$ cat config.mk
export PLATFORM = sky130hd
export DESIGN_NAME = signed_int_to_radix_symbols_top
export DESIGN_NICKNAME = d
export VERILOG_FILES = /design/src/sv/sirs_pkg.sv /design/src/sv/sirs_ctrl.sv /design/src/sv/sirs_dp.sv /design/src/sv/signed_int_to_radix_symbols_top.sv
export SDC_FILE = /design/constraint.sdc
export NUM_CORES = 2
export LEC_CHECK = 0
export ABC_AREA = 0
export BUFFER_PORTS_ARGS = -buffer_cell sky130_fd_sc_hd__clkbuf_2
export CAP_MARGIN = 20
export CORE_ASPECT_RATIO = 1.5
export CORE_MARGIN = 4
export CORE_UTILIZATION = 59
export CTS_BUF_LIST = sky130_fd_sc_hd__clkbuf_8
export CTS_CLUSTER_DIAMETER = 30
export DETAILED_ROUTE_END_ITERATION = 16
export PLACE_DENSITY = 0.78
export SYNTH_ARGS = -nofsm -noshare
export SYNTH_HDL_FRONTEND = slang
export SYNTH_SLANG_ARGS = --single-unit
$ cat constraint.sdc
create_clock -name i_clk -period 14.1 [get_ports i_clk]
set_input_delay 2.115 -clock i_clk [delete_from_list [all_inputs] [get_ports i_clk]]
set_output_delay 2.115 -clock i_clk [all_outputs]
set_load 0.05 [all_outputs]
$ cat src/sv/sirs_pkg.sv
// Package: shared types, constants and helpers for the signed radix symbol converter.
package sirs_pkg;

    localparam int MAX_SYMBOLS = 16;
    localparam int MAX_DIGITS  = 32;
    localparam int DIG_W       = $clog2(MAX_SYMBOLS);
    localparam int TOT_W       = $clog2(MAX_DIGITS) + 1;
    localparam int IDX_W       = $clog2(MAX_DIGITS);
    localparam int CNT_W       = 5;
    localparam int TAB_W       = 64;
    localparam int VAL_W       = 32;
    localparam int SYM_W       = 8;
    localparam int CFG_IDX_W   = 2;

    localparam logic [CFG_IDX_W-1:0] CFG_IDX_COUNT = 2'd0;
    localparam logic [CFG_IDX_W-1:0] CFG_IDX_LOW   = 2'd1;
    localparam logic [CFG_IDX_W-1:0] CFG_IDX_HIGH  = 2'd2;

    localparam logic [CNT_W-1:0] RST_COUNT = 5'd10;
    localparam logic [TAB_W-1:0] RST_LOW   = 64'h3736_3534_3332_3130;
    localparam logic [TAB_W-1:0] RST_HIGH  = 64'h0000_0000_0000_3938;

    localparam logic [SYM_W-1:0] CHAR_PLUS  = 8'h2B;
    localparam logic [SYM_W-1:0] CHAR_MINUS = 8'h2D;
    localparam logic [SYM_W-1:0] CHAR_NUL   = 8'h00;

    typedef enum logic [1:0] {
        ST_IDLE,
        ST_DIV,
        ST_EMIT
    } t_state;

    typedef struct packed {
        logic load;
        logic div;
        logic emit;
    } t_dp_cmd;

    typedef struct packed {
        logic table_ok;
        logic div_done;
        logic emit_last;
    } t_dp_sts;

    function automatic logic [SYM_W-1:0] table_byte(
        input logic [TAB_W-1:0] lo,
        input logic [TAB_W-1:0] hi,
        input logic [DIG_W-1:0] idx
    );
        logic [TAB_W-1:0] word;
        begin
            word = idx[3] ? hi : lo;
            return word[idx[2:0]*SYM_W +: SYM_W];
        end
    endfunction

    // Parallel check of the symbol table: count range, forbidden bytes, duplicates.
    function automatic logic table_valid(
        input logic [CNT_W-1:0] cnt,
        input logic [TAB_W-1:0] lo,
        input logic [TAB_W-1:0] hi
    );
        logic             ok;
        logic [SYM_W-1:0] ci;
        logic [SYM_W-1:0] cj;
        begin
            ok = (cnt >= CNT_W'(2)) && (cnt <= CNT_W'(MAX_SYMBOLS));
            for (int i = 0; i < MAX_SYMBOLS; i++) begin
                ci = table_byte(lo, hi, DIG_W'(i));
                if (CNT_W'(i) < cnt) begin
                    if (ci == CHAR_PLUS || ci == CHAR_MINUS || ci == CHAR_NUL) begin
                        ok = 1'b0;
                    end
                    for (int j = i + 1; j < MAX_SYMBOLS; j++) begin
                        cj = table_byte(lo, hi, DIG_W'(j));
                        if (CNT_W'(j) < cnt && cj == ci) begin
                            ok = 1'b0;
                        end
                    end
                end
            end
            return ok;
        end
    endfunction

endpackage

$ cat src/sv/sirs_ctrl.sv
// Controller: sequences load, digit division and symbol emission.
module sirs_ctrl (
    input  logic              i_clk,
    input  logic              i_rst_n,
    input  logic              start,
    input  sirs_pkg::t_dp_sts i_sts,
    output sirs_pkg::t_dp_cmd o_cmd,
    output logic              busy
);
    import sirs_pkg::*;

    t_state r_state;
    t_state n_state;

    always_ff @(posedge i_clk) begin
        if (!i_rst_n) begin
            r_state <= ST_IDLE;
        end else begin
            r_state <= n_state;
        end
    end

    always_comb begin
        n_state = r_state;
        case (r_state)
            ST_IDLE: begin
                if (start && i_sts.table_ok) begin
                    n_state = ST_DIV;
                end
            end
            ST_DIV: begin
                if (i_sts.div_done) begin
                    n_state = ST_EMIT;
                end
            end
            ST_EMIT: begin
                if (i_sts.emit_last) begin
                    n_state = ST_IDLE;
                end
            end
            default: n_state = ST_IDLE;
        endcase
    end

    always_comb begin
        o_cmd = '0;
        busy  = 1'b1;
        case (r_state)
            ST_IDLE: begin
                busy       = 1'b0;
                o_cmd.load = start && i_sts.table_ok;
            end
            ST_DIV:  o_cmd.div  = 1'b1;
            ST_EMIT: o_cmd.emit = 1'b1;
            default: busy = 1'b0;
        endcase
    end

    // bad table: transfer taken, nothing started
    a_bad_table_stays_idle: assert property (@(posedge i_clk) disable iff (!i_rst_n)
        (r_state == ST_IDLE && start && !i_sts.table_ok) |=> (r_state == ST_IDLE))
        else $error("started on invalid table");

    a_emit_until_last: assert property (@(posedge i_clk) disable iff (!i_rst_n)
        (r_state == ST_EMIT && !i_sts.emit_last) |=> (r_state == ST_EMIT))
        else $error("emission cut short");

endmodule

$ cat src/sv/sirs_dp.sv
// Datapath: config registers, byte-wise radix divider, digit store, output register.
module sirs_dp (
    input  logic                              i_clk,
    input  logic                              i_rst_n,
    input  logic                              i_cfg_we,
    input  logic [sirs_pkg::CFG_IDX_W-1:0]    i_cfg_index,
    input  logic [sirs_pkg::TAB_W-1:0]        i_cfg_data,
    input  logic signed [sirs_pkg::VAL_W-1:0] i_value,
    input  sirs_pkg::t_dp_cmd                 i_cmd,
    output sirs_pkg::t_dp_sts                 o_sts,
    output logic                              o_valid,
    output logic [sirs_pkg::SYM_W-1:0]        o_symbol_byte,
    output logic                              o_last
);
    import sirs_pkg::*;

    localparam int STEP_BITS = 8;
    localparam int STEPS     = VAL_W / STEP_BITS;
    localparam int STEP_W    = $clog2(STEPS);

    logic [CNT_W-1:0] r_count;
    logic [TAB_W-1:0] r_low;
    logic [TAB_W-1:0] r_high;

    logic [VAL_W-1:0]  r_work,  n_work;
    logic [DIG_W-1:0]  r_rem,   n_rem;
    logic [STEP_W-1:0] r_step,  n_step;
    logic [TOT_W-1:0]  r_total, n_total;
    logic [DIG_W-1:0]  r_store [MAX_DIGITS];

    logic                 r_valid, n_valid;
    logic [SYM_W-1:0]     r_sym,   n_sym;
    logic                 r_last,  n_last;

    logic [STEP_BITS-1:0] q_byte;
    logic [DIG_W-1:0]     step_rem;
    logic [DIG_W:0]       part;
    logic                 digit_end;
    logic [IDX_W-1:0]     rd_idx;
    logic [VAL_W-1:0]     mag;
    logic [VAL_W-1:0]     q_next;

    // config port
    always_ff @(posedge i_clk) begin
        if (!i_rst_n) begin
            r_count <= RST_COUNT;
            r_low   <= RST_LOW;
            r_high  <= RST_HIGH;
        end else if (i_cfg_we) begin
            case (i_cfg_index)
                CFG_IDX_COUNT: r_count <= i_cfg_data[CNT_W-1:0];
                CFG_IDX_LOW:   r_low   <= i_cfg_data;
                CFG_IDX_HIGH:  r_high  <= i_cfg_data;
                default:       ;
            endcase
        end
    end

    // eight restoring steps on the top byte of the running quotient
    always_comb begin
        step_rem = r_rem;
        q_byte   = '0;
        part     = '0;
        for (int b = 0; b < STEP_BITS; b++) begin
            part = {step_rem, r_work[VAL_W-1-b]};
            if (part >= (DIG_W+1)'(r_count)) begin
                part = part - (DIG_W+1)'(r_count);
                q_byte[STEP_BITS-1-b] = 1'b1;
            end
            step_rem = part[DIG_W-1:0];
        end
    end

    assign q_next    = {r_work[VAL_W-STEP_BITS-1:0], q_byte};
    assign digit_end = (r_step == STEP_W'(STEPS - 1));
    assign rd_idx    = IDX_W'(r_total - TOT_W'(1));
    assign mag       = i_value[VAL_W-1] ? (~i_value + VAL_W'(1)) : i_value;

    always_comb begin
        n_work  = r_work;
        n_rem   = r_rem;
        n_step  = r_step;
        n_total = r_total;
        n_valid = 1'b0;
        n_sym   = r_sym;
        n_last  = 1'b0;
        if (i_cmd.load) begin
            n_work  = mag;
            n_rem   = '0;
            n_step  = '0;
            n_total = '0;
            n_valid = i_value[VAL_W-1];
            n_sym   = CHAR_MINUS;
        end else if (i_cmd.div) begin
            n_work = q_next;
            n_rem  = digit_end ? '0 : step_rem;
            n_step = r_step + STEP_W'(1);
            if (digit_end) begin
                n_total = r_total + TOT_W'(1);
            end
        end else if (i_cmd.emit) begin
            n_total = r_total - TOT_W'(1);
            n_valid = 1'b1;
            n_last  = (r_total == TOT_W'(1));
        end
    end

    always_ff @(posedge i_clk) begin
        if (!i_rst_n) begin
            r_work  <= '0;
            r_rem   <= '0;
            r_step  <= '0;
            r_total <= '0;
            r_valid <= 1'b0;
        end else begin
            r_work  <= n_work;
            r_rem   <= n_rem;
            r_step  <= n_step;
            r_total <= n_total;
            r_valid <= n_valid;
        end
    end

    // digit store: written at the end of each digit, read into the output register
    always_ff @(posedge i_clk) begin
        if (i_cmd.emit) begin
            r_sym <= table_byte(r_low, r_high, r_store[rd_idx]);
        end else begin
            r_sym <= n_sym;
        end
        r_last <= n_last;
        if (i_cmd.div && digit_end) begin
            r_store[r_total[IDX_W-1:0]] <= step_rem;
        end
    end

    assign o_sts.table_ok  = table_valid(r_count, r_low, r_high);
    assign o_sts.div_done  = digit_end &&
                             ((q_next == '0) || (r_total == TOT_W'(MAX_DIGITS - 1)));
    assign o_sts.emit_last = (r_total == TOT_W'(1));

    assign o_valid       = r_valid;
    assign o_symbol_byte = r_sym;
    assign o_last        = r_last;

    a_emit_has_digit: assert property (@(posedge i_clk) disable iff (!i_rst_n)
        i_cmd.emit |-> (r_total != '0))
        else $error("emit with empty digit store");

    a_rem_cleared: assert property (@(posedge i_clk) disable iff (!i_rst_n)
        (i_cmd.div && digit_end) |=> (r_rem == '0 && r_step == '0))
        else $error("divider not rearmed after digit");

endmodule

$ cat src/sv/signed_int_to_radix_symbols_top.sv
// Top level: signed 32-bit value to radix symbol run converter.
//
//  channel  | handshake              | payload
//  ---------+------------------------+------------------------------------
//  input    | start / busy           | i_value[31:0] signed
//  result   | o_valid (strobe)       | o_symbol_byte[7:0], o_last
//  config   | i_cfg_we               | i_cfg_index[1:0], i_cfg_data[63:0]
//
// An input transfer takes place when start is high and busy is low.
// Digits come from a shared divider that works 8 dividend bits per cycle;
// each digit is one pass over all dividend bytes. An item with D digits
// (D = 1..32) goes through load, D passes in the divider and D emissions
// from the digit store. A negative value's '-' leaves on the cycle after
// the load. Results are one-cycle strobes; the receiver cannot stall them.
// Reset is synchronous, active low; it restores the default decimal table
// ("0".."9", count 10). An item seen with an invalid table is taken and
// produces no results; busy stays low.
module signed_int_to_radix_symbols_top (
    input  logic                              i_clk,
    input  logic                              i_rst_n,
    // config write port
    input  logic                              i_cfg_we,
    input  logic [sirs_pkg::CFG_IDX_W-1:0]    i_cfg_index,
    input  logic [sirs_pkg::TAB_W-1:0]        i_cfg_data,
    // input command
    input  logic                              start,
    output logic                              busy,
    input  logic signed [sirs_pkg::VAL_W-1:0] i_value,
    // result strobe
    output logic                              o_valid,
    output logic [sirs_pkg::SYM_W-1:0]        o_symbol_byte,
    output logic                              o_last
);
    import sirs_pkg::*;

    t_dp_cmd cmd;
    t_dp_sts sts;

    // state machine: idle -> divide -> emit (one symbol per digit)
    sirs_ctrl u_ctrl (
        .i_clk   (i_clk),
        .i_rst_n (i_rst_n),
        .start   (start),
        .i_sts   (sts),
        .o_cmd   (cmd),
        .busy    (busy)
    );

    // config registers, table check, divider, digit store and output register
    sirs_dp u_dp (
        .i_clk         (i_clk),
        .i_rst_n       (i_rst_n),
        .i_cfg_we      (i_cfg_we),
        .i_cfg_index   (i_cfg_index),
        .i_cfg_data    (i_cfg_data),
        .i_value       (i_value),
        .i_cmd         (cmd),
        .o_sts         (sts),
        .o_valid       (o_valid),
        .o_symbol_byte (o_symbol_byte),
        .o_last        (o_last)
    );

endmodule
# Yosys cells after proc, flatten, opt, wreduce, memory -nomap -nowiden
# Memory sizes are Yosys's and may differ from the RTL's.
# Index checks and enable logic that the tools add are counted.
[totals]
memories = 1
elab_cells = 595
ram_bits = 128
reg_bits = 189
[memory_table]
columns = ["name", "words", "word_bits", "rd", "rd_clocked_by_memory_dff", "wr", "line_no", "source"]
rows = [
  ["u_dp.r_store", 32, 4, 1, 0, 1, "sirs_dp.sv:29", "logic [DIG_W-1:0] r_store [MAX_DIGITS];"],
]
[classes]
muxes = 191
n_eq_ne = 163
shift = 1
order_cmp = 26
addsub = 12
n_reduce_logical = 187
n_bitwise = 3
[ops]
columns = ["op", "count"]
rows = [
  ["== test 8 bit", 120],
  ["== test 8 x 6 -> 1 bit (second input constant)", 32],
  ["2-to-1 mux 1 bit", 169],
  ["zero test 8 bit", 16],
  ["logical AND 1 bit", 124],
  ["2-to-1 mux 32 bit", 3],
  ["2-to-1 mux 64 bit", 1],
  ["indexed part select 64 x 7 -> 8 bit", 1],
  ["greater-or-equal comparator 5 bit", 8],
  ["less-than comparator 4 x 5 -> 1 bit (first input constant)", 8],
  ["2-to-1 mux 4 bit", 9],
  ["logical OR 1 bit", 33],
  ["adder 32 x 2 -> 32 bit (second input constant)", 1],
  ["zero test 32 bit", 1],
  ["NOT 32 bit", 1],
  ["subtractor 4 bit", 8],
  ["less-than comparator 3 x 5 -> 1 bit (first input constant)", 4],
  ["2-to-1 mux 6 bit", 3],
  ["2-to-1 mux 8 bit", 2],
  ["less-than comparator 1 x 5 -> 1 bit (first input constant)", 2],
  ["less-than comparator 2 x 5 -> 1 bit (first input constant)", 2],
  ["AND reduction 2 bit", 4],
  ["adder 6 x 1 -> 6 bit (second input constant)", 1],
  ["== test 2 bit (second input constant)", 3],
  ["17 further kinds", 27],
]

# Longest topological paths before layout
# Gate-level depths: netlist of run 1.
[logic_depth]
ltp_word = 159
depth_mapped = 69
depth_no_buf = 65

# By module
# Synthesis of run 1 repeated with hierarchy kept, for this count alone.
[unflattened]
hier_cells = 3371
area_unflattened_um2 = 29084.1
[modules_own_cells]
columns = ["mod", "cells_per_inst", "instances", "area_per_inst_um2"]
rows = [
  ["sirs_dp", 3351, 1, 28916.5],
  ["sirs_ctrl", 20, 1, 167.7],
]

# Worst setup path before layout of run 1
# OpenSTA, ideal clock, no wires.
[synth_path]
kind = "flip-flop to flip-flop"
from = "register u_dp.r_count[1]"
to = "register u_dp.r_rem[2]"
path_stages_with_launch = 69
n_path_buf = 4
arrival_time_ns = 13.125
period_less_slack_ns = 13.185
path_slack_ns = 0.915
required_time_ns = 14.040
cell_sequence = "dfxtp_1 -> buf_6 -> inv_1 -> ha_1 -> nor2b_1 -> o21ai_0 -> nand3b_1 -> a21o_1 -> a21o_1 -> clkbuf_1 -> mux2i_1 -> ha_1 -> a21o_1 -> a21o_1 -> a21o_1 -> a21o_1 -> mux2_2 -> inv_1 -> (+33 left out) -> ha_1 -> nor2b_1 -> o21ai_0 -> a31oi_1 -> o21ai_0 -> nand2_1 -> mux2_2 -> inv_1 -> ha_1 -> nor2b_1 -> o21ai_0 -> a31oi_1 -> o21ai_0 -> nand2b_1 -> clkbuf_1 -> mux2i_1 -> a22o_1 -> and3_1"
[synth_between]
elab_cells_between_ends = 319
cone_classes = "add/sub (8); order compare (26); mux (162); reduce/logical (123)"
[synth_lines]
columns = ["item", "line_no", "source"]
rows = [
  ["start: declaration", "sirs_dp.sv:21", "logic [CNT_W-1:0] r_count;"],
  ["start signal: assignment", "sirs_dp.sv:51", "CFG_IDX_COUNT: r_count <= i_cfg_data[CNT_W-1:0];"],
  ["subtractor 4 bit or greater-or-equal comparator 5 bit (tied branches)", "sirs_dp.sv:67, sirs_dp.sv:66", ""],
  ["2-to-1 mux 4 bit", "sirs_dp.sv:66", "if (part >= (DIG_W+1)'(r_count)) begin"],
  ["subtractor 4 bit or greater-or-equal comparator 5 bit (tied branches)", "sirs_dp.sv:67, sirs_dp.sv:66", ""],
  ["2-to-1 mux 4 bit", "sirs_dp.sv:66", ""],
  ["subtractor 4 bit or greater-or-equal comparator 5 bit (tied branches)", "sirs_dp.sv:67, sirs_dp.sv:66", ""],
  ["2-to-1 mux 4 bit", "sirs_dp.sv:66", ""],
  ["greater-or-equal comparator 5 bit or subtractor 4 bit (tied branches)", "sirs_dp.sv:66, sirs_dp.sv:67", ""],
  ["2-to-1 mux 4 bit", "sirs_dp.sv:66", ""],
  ["(+2 left out)", "--", ""],
  ["subtractor 4 bit or greater-or-equal comparator 5 bit (tied branches)", "sirs_dp.sv:67, sirs_dp.sv:66", ""],
  ["2-to-1 mux 4 bit", "sirs_dp.sv:66", ""],
  ["greater-or-equal comparator 5 bit or subtractor 4 bit (tied branches)", "sirs_dp.sv:66, sirs_dp.sv:67", ""],
  ["2-to-1 mux 4 bit", "sirs_dp.sv:66", ""],
  ["subtractor 4 bit or greater-or-equal comparator 5 bit (tied branches)", "sirs_dp.sv:67, sirs_dp.sv:66", ""],
  ["2-to-1 mux 4 bit *", "sirs_dp.sv:66", ""],
  ["named net u_dp.part[2]", "sirs_dp.sv:37", "logic [DIG_W:0] part;"],
  ["2-to-1 mux 4 bit *", "sirs_dp.sv:96", "n_rem = digit_end ? '0 : step_rem;"],
  ["end signal: assignment", "sirs_dp.sv:117", "r_rem <= n_rem;"],
  ["end: declaration", "sirs_dp.sv:26", "logic [DIG_W-1:0] r_rem, n_rem;"],
]
# The timed path passes the listed nets; every way through them passes the cells marked *.
# A chain may end at the register's enable or synchronous reset.

# Final worst setup path of run 1
[layout_path]
from = "register u_dp.r_count[2]"
to = "register u_ctrl.r_state[1]"
[layout_between]
elab_chain_len = 157
elab_cells_between_ends = 328
cone_classes = "add/sub (7); order compare (26); eq/ne (2); mux (167); reduce/logical (126)"
[layout_lines]
columns = ["item", "line_no", "source"]
rows = [
  ["greater-or-equal comparator 5 x 2 -> 1 bit or less-or-equal comparator 5 bit (tied branches)", "sirs_pkg.sv:67", "ok = (cnt >= CNT_W'(2)) && (cnt <= CNT_W'(MAX_SYMBOLS));"],
  ["logical AND 1 bit", "sirs_pkg.sv:67", ""],
  ["2-to-1 mux 1 bit", "sirs_pkg.sv:71", "if (ci == CHAR_PLUS || ci == CHAR_MINUS || ci == CHAR_NUL) begin"],
  ["2-to-1 mux 1 bit (15 in series)", "sirs_pkg.sv:76", "if (CNT_W'(j) < cnt && cj == ci) begin"],
  ["2-to-1 mux 1 bit", "sirs_pkg.sv:70", "if (CNT_W'(i) < cnt) begin"],
  ["2-to-1 mux 1 bit", "sirs_pkg.sv:71", ""],
  ["2-to-1 mux 1 bit (14 in series)", "sirs_pkg.sv:76", ""],
  ["2-to-1 mux 1 bit", "sirs_pkg.sv:70", ""],
  ["(+114 left out)", "--", ""],
  ["2-to-1 mux 1 bit", "sirs_pkg.sv:71", ""],
  ["2-to-1 mux 1 bit", "sirs_pkg.sv:76", ""],
  ["2-to-1 mux 1 bit", "sirs_pkg.sv:70", ""],
  ["2-to-1 mux 1 bit", "sirs_pkg.sv:71", ""],
  ["2-to-1 mux 1 bit", "sirs_pkg.sv:70", ""],
  ["logical AND 1 bit", "sirs_ctrl.sv:27", "if (start && i_sts.table_ok) begin"],
  ["inequality test 2 x 1 -> 1 bit (no source line)", "--", ""],
  ["AND reduction 3 bit (no source line) *", "--", ""],
  ["end signal: assignment", "sirs_ctrl.sv:19", "r_state <= n_state;"],
  ["end: declaration", "sirs_ctrl.sv:12", "t_state r_state;"],
]
# Every way passes the cells marked *; elsewhere a longest branch is shown, timed or not.

==> results of run 1 <==
worst register-to-register path, delay by kind of cell (launching register included):
| kind | cells | cell delay (ns) |
|---|---|---|
| mux | 6 | 2.07 |
| compound gates | 27 | 4.77 |
| buf+inv | 9 | 0.86 |
| simple gates | 16 | 2.61 |
| fa+ha+maj | 8 | 2.07 |
| flops | 1 | 0.45 |
state kept, by name (all words and copies together) (netlist names):
signal,flops
u_dp.r_store,128
u_dp.r_high,64
u_dp.r_low,64
u_dp.r_work,32
u_dp.o_symbol_byte,8
u_dp.r_total,6
u_dp.r_count,5
u_dp.r_rem,4
u_ctrl.r_state,2
u_dp.r_step,2
u_dp.o_last,1
u_dp.o_valid,1
cells by family after synthesis:
group,share of synthesized area
simple gates,0.172
fa+ha+maj,0.0277
buf+inv,0.0698
flops,0.267
mux,0.0707
xor+xnor,0.313
compound gates,0.0793
timing repair:
item / CTS / global route
buffers inserted: 0 / 0
gates resized for setup: 0 / 5
setup endpoints to repair: 0 / 133
cells in the final DEF (no fill, tap or decap), drive strengths merged, types with 51 or more instances in the layout:
cell type	n
a21oi	138
buf	162
clkbuf	172
dfxtp	181
edfxtp	136
ha	51
inv	70
mux2i	74
nand2	315
nand3	83
nand4	194
nor2	67
nor3	135
nor4	84
xnor2	822
xor2	208
final cells by class:
cell class                 count  area share
inverter                      50     0.00616
sequential                   317       0.250
clock buffer                  60      0.0267
tap                          656      0.0266
multi-input combinational   2555       0.620
clock inverter                40      0.0116
antenna                        1   0.0000810
timing repair buffer         274      0.0590
through the flow:
stage	power [mW]	cell area (µm²)	utilization	worst slack, ns	hold slack [ns]
finish	9.53	30900	0.636	1.21	0.456
global route	10.0	30900	0.636	0.0540	0.472
global placement	7.88	29600	0.610	1.22	0.442
detailed placement	8.10	29600	0.610	0.805	0.448
CTS	9.03	30800	0.634	0.694	0.456
floorplan	6.54	28800	-	0.915	0.458
path summary, 6_finish.rpt:
kind | start | to | cells after the start
worst max-delay path | u_dp.r_count[2] | u_ctrl.r_state[1] | 66
worst min-delay path | u_dp.r_high[60] | u_dp.r_high[60] | 2
worst max register to register | u_dp.r_count[2] | u_ctrl.r_state[1] | 66
worst min register to register | u_dp.r_high[60] | u_dp.r_high[60] | 2
metal layers:
| layer | wire length [µm] | vias up | GRT usage |
|---|---|---|---|
| li1 | - | 11293 | - |
| met1 | 35300 | 12637 | 0.446 |
| met2 | 49300 | 2106 | 0.652 |
| met3 | 13800 | 901 | 0.124 |
| met4 | 12400 | 6 | 0.336 |
| met5 | 50 | - | 0.00458 |
power by group:
part	internal (mW)	total, mW	leakage (nW)	switching [mW]
registers	3.01	3.05	2.70	0.0483
logic	1.82	5.58	7.11	3.76
clock network	0.494	0.903	0.658	0.409
==> parameters.txt, run 1 <==
Parameter                              Value

Synthesis
  Count of distinct cell types in the synthesized netlist ... 82
  Fraction of synthesized cell area taken by the top area cell type ... 0.250
  Post-Syn Nets ... roughly 3500
  EDFF count, synth ... roughly 140
  Number of synthesized register bits ... between 300 and 400
  Syn_area_per_cell ... 8.76 µm²
  Synth top cells by count ... xnor2_1, nand2_1, buf_2, xor2_1, nand4_1
  Commonest register cell after synthesis ... dfxtp_1
  Cell with the most instances after synthesis ... xnor2_1
  Cell types with the largest area share after synthesis ... xnor2_1, edfxtp_1, dfxtp_1
  Fraction of synthesis flops using an asynchronous set or reset pin ... 0
  Top cell type by total area after synthesis ... xnor2_1
  Cell area after technology mapping ... between 20000 and 30000 µm²
  Number of instances in the synthesized netlist ... approximately 3300
  Syn. warnings ... 0
  Proportion of synthesized chip area in sequential cells ... 0.267

Drt
  Vias after detailed routing ... around 27000
  Detailed-route DRC error count ... 0
  Antenna-violating nets left ... 0
  DRT iter0 DRCs ... 3855
  DR pass1 iterations ... 9
  Sum of routed wire length over all layers ... between 100000 and 150000 µm
  Routed via count divided by cell count ... a little under 7
  Average wire per cell in the routed design ... 28.0 µm

Outcome
  Status ... completed

Worst setup path
  R2R setup slack ... 1.21 ns
  Crit-path max FO ... 14
  Startpoint-to-endpoint class of the critical path ... flip-flop to flip-flop
  Most numerous cell on the critical path ... o21ai_0
  Family of cells with the greatest summed delay on the critical path ... compound AO/OA/AOI/OAI gates
  Highest cell delay on the worst timing path ... about 0.45 ns
  Sum of buffers and inverters on the critical path ... 9
  Worst endpoint required time ... between 10 and 15 ns
  Crit start category ... flip-flop
  Standard cell with the maximum stage delay on the critical path ... dfxtp_4
  WP data arrival ... 13.45 ns
  Capturing element type of the critical path ... flip-flop

GRT
  Sum of overflow across all layers after global routing ... 0
  Initial antenna violation count ... 4
  Vias in the first global route ... 26966
  Global router's overall resource usage ... 0.408
  Pin count of the biggest net entering global routing ... between 90 and 100
  Wire length of the first global-routing pass ... 165000 µm

Timing
  Setup repair after global routing missed its margin ... false
  Post-route minimum period ... about 13 ns
  Setup tns final ... 0 ns
  Worst slew margin relative to its limit ... 0.134
  Final hold violation count ... 0
  Part of the cycle the worst path needs ... 0.914
  Top achievable clock speed ... slightly below 0.08 GHz
  Finish-stage setup viols ... 0
  Worst clock skew ... a little under 0.05 ns
  Slew Viols, Final ... 0
  Tightest Pin Transition ... 1.29 ns

Clocking
  CTS H-tree depth ... 2
  Clock sink count ... between 300 and 400
  TritonCTS clock tree ... yes
  Worst-path clk slew ... about 0.060 ns
  Clock latency at the later pin of the worst-skew pair ... approximately 0.67 ns
  Deepest clock path buffer count ... 3
  Number of buffers created by CTS ... 54
  Root Driver ... clkbuf_8
  Cts-stage hold buffer count ... 0

Die
  Die height ... 279 µm
  Site Rows ... 99
  Core area ... between 40000 and 50000 µm²
  Die area ... ~53000 µm²
  Effective utilization at floorplan ... 0.594
  Horizontal die dimension ... 188 µm
  Num ports ... about 110

Pwr
  Power density of the placed cells ... between 300 and 400 nW/µm²
  Pleak ... approximately 10 nW
  Worst-case vdd ir drop ... about 1600 µV

Final layout
  Area taken by flip-flops and latches ... between 7000 and 8000 µm²
  Number of standard cells in the final layout excluding fillers ... approximately 4000
  Filler cells ... 4048
  Post-layout nets ... between 3000 and 4000
  Multi-input combinational cell area ... roughly 19000 µm²
  Area Growth Syn to Fin ... 7.11%
  Fraction of layout instances using a drive strength above 1 ... 0.143

Place
  Routability congestion estimate ... 1.04
  DP HPWL ... 70300 µm
  Port Buffer Count ... 112
  Instance count after placement with tap cells included ... 3849

Run
  Max-cap violation count ... 0

Worst hold path
  Class of the tightest hold or removal check ... flip-flop to flip-flop
Note: power is estimated with default switching activity, not from simulation.
==> inputs of run 2 (changes only) <==
Settings changed: CORE_UTILIZATION 59 to 55, GPL_TIMING_DRIVEN set to 0, PLACE_DENSITY 0.78 to 0.73.
==> parameters.txt, run 2 (synthesis gave the netlist of run 1 again) <==
Parameter                              Value

Die
  Die height ... 288 µm (+3.5%)
  Core area ... 51800 µm² (+6.7%)
  Die area ... 56200 µm² (+7.0%)
  Site Rows ... 102 (+3.0%)
  Effective utilization at floorplan ... 0.556 (-0.0373)
  Num ports ... 113 (unchanged)
  Horizontal die dimension ... 195 µm (+3.4%)

Worst setup path
  WP data arrival ... 13.94 ns (+0.49 ns)
  Crit-path max FO ... 17 (+3)
  Capturing element type of the critical path ... flip-flop
  Startpoint-to-endpoint class of the critical path ... flip-flop to flip-flop
  Sum of buffers and inverters on the critical path ... 9 (unchanged)
  Register-to-Register Path Depth ... 61 (-7.6%)
  Standard cell with the maximum stage delay on the critical path ... o31ai_1
  Highest cell delay on the worst timing path ... 0.70 ns (+0.25 ns)
  Family of cells with the greatest summed delay on the critical path ... compound AO/OA/AOI/OAI gates
  Crit start category ... flip-flop
  Cell count along the critical path ... 61 (-7.6%)
  Worst endpoint required time ... 14.73 ns (+0.07 ns)

Timing
  Setup tns final ... 0 ns (unchanged)
  Top achievable clock speed ... 0.0751 GHz (-3.2%)
  Worst-case setup margin in the final layout ... 0.789 ns (-0.423 ns)
  Post-route minimum period ... 13.31 ns (+0.423 ns)
  Worst slew margin relative to its limit ... 0.124 (-0.00959)
  Final hold violation count ... 0 (unchanged)
  Tightest Pin Transition ... 1.31 ns (+0.0263 ns)
  Worst clock skew ... 0.0518 ns (+0.00364 ns)
  Slew Viols, Final ... 0 (unchanged)
  Part of the cycle the worst path needs ... 0.944 (+0.0300)
  Finish-stage setup viols ... 0 (unchanged)

Clocking
  CTS H-tree depth ... 2 (unchanged)
  Clock latency at the later pin of the worst-skew pair ... 0.75 ns (+0.08 ns)
  Clock sink count ... 317 (unchanged)
  Worst-path clk slew ... 0.07 ns (about the same)
  Number of buffers created by CTS ... 56 (+3.7%)
  Root Driver ... clkbuf_8
  Deepest clock path buffer count ... 3 (unchanged)
  TritonCTS clock tree ... yes

Drt
  Vias after detailed routing ... 29140 (+8.2%)
  Sum of routed wire length over all layers ... 142000 µm (+28%)
  Antenna-violating nets left ... 0 (unchanged)
  Routed via count divided by cell count ... 6.92 (+1.6%)
  Detailed-route DRC error count ... 1 (+1)
  Average wire per cell in the routed design ... 33.6 µm (+20%)
  DR pass1 iterations ... 14 (+5)
  DRT iter0 DRCs ... 5139 (+33%)

Final layout
  Post-route cell area ... 31800 µm² (+3.0%)
  Final core area utilization ... 0.614 (-0.0220)
  Fraction of layout instances using a drive strength above 1 ... 0.176 (+0.0333)
  Most common cell after layout, fill and taps aside ... xnor2_1
  Number of flip-flops under the largest register name ... 128 (unchanged)
  Post-layout nets ... 3639 (+6.6%)
  Area Growth Syn to Fin ... 10.3%
  Number of standard cells in the final layout excluding fillers ... 4210 (+6.5%)
  Filler cells ... 4761 (+18%)
  Most frequent cells in the layout ... xnor2_1, nand2_1, buf_2, xor2_1, nand4_1

Place
  Instance count after placement with tap cells included ... 4084 (+6.1%)
  Port Buffer Count ... 111 (-0.89%)
  DP HPWL ... 96300 µm (+37%)
  DP Worst Slack ... -1.44 ns (-2.25 ns)
  DP Area ... 30400 µm² (+2.6%)
  Routability congestion estimate ... 1.13 (+8.3%)

Run
  Max-cap violation count ... 0 (unchanged)

GRT
  Initial antenna violation count ... 15 (+11)
  Vias in the first global route ... 27689 (+2.7%)
  Global router's overall resource usage ... 0.484 (+0.0757)
  Pin count of the biggest net entering global routing ... 34 (-65%)
  Sum of overflow across all layers after global routing ... 0 (unchanged)
  Wire length of the first global-routing pass ... 197000 µm (+19%)

Pwr
  Pleak ... 11.2 nW (+6.8%)
  Worst-case vdd ir drop ... 2140 µV (+35%)
  Power density of the placed cells ... 363 nW/µm² (+17%)

Worst hold path
  Class of the tightest hold or removal check ... flip-flop to flip-flop
  Worst Hold Path Cells ... 2 (unchanged)

Outcome
  Status ... complete, but fails checks
  Failing checks ... design-rule violations
-- run 2: changes by cell type in the layout (fill, tap and decap cells not counted), sizes merged --
cell / delta
clkbuf: +76
inv: -8
clkinv: +4
buf: +149
clkinvlp: +6
diode: +9
bufinv: +1
-- run 2: worst reg2reg max path, delay by kind of cell (launching register included) --
kind | cells | cell delay [ns]
and+or+nand+nor | 14 | 2.59
adders and majority gates | 8 | 2.22
DFF | 1 | 0.39
AOI/OAI and AO/OA | 25 | 5.07
muxes | 5 | 1.70
buffers and inverters | 9 | 1.25
-- run 2: per-layer routing --
layer / vias up / GRT usage / wire length, µm
met2: 2698 / 0.727 / 59600
met3: 1125 / 0.194 / 20500
met5: - / 0 / 61
met4: 8 / 0.463 / 18100
met1: 13517 / 0.511 / 43300
li1: 11792 / - / -
-- run 2: through the flow --
stage | power [mW] | hold slack [ns]
after detailed placement | 7.85 | 0.474
final | 11.5 | 0.519
after global placement | 6.02 | 0.476
after CTS | 11.2 | 0.488
after global routing | 11.9 | 0.540
after floorplan | 6.54 | 0.458
-- run 2: report_power, final --
part	internal [mW]	switching (mW)	total [mW]
Combinational	2.51	4.74	7.25
Clock	0.522	0.450	0.973
Sequential	3.28	0.0358	3.31
-- run 2: worst paths after layout --
kind | start | to | slack, ns
hold / removal | u_dp.r_rem[3] | u_dp.r_rem[3] | 0.52
setup / recovery | u_dp.r_count[4] | u_ctrl.r_state[1] | 0.79
hold reg to reg | u_dp.r_rem[3] | u_dp.r_rem[3] | 0.52
setup reg to reg | u_dp.r_count[4] | u_ctrl.r_state[1] | 0.79
-- run 2: layout make-up --
cell class,count,area [µm²],area share
repair buffers,133,782,0.0246
plain buffers,365,1810,0.0570
flip-flops and latches,317,7710,0.242
well taps,676,846,0.0266
multi-input cells,2555,19200,0.603
clock inverters,43,412,0.0129
inverters,50,191,0.00602
clock buffers,61,840,0.0264
diodes,10,25.0,0.000787
-- run 2: what timing repair did --
action / CTS / global route
setup endpoints to repair: 135 / 135
hold buffers: 0 / 0
gates resized for setup: 6 / 7
buffers inserted: 1 / 11
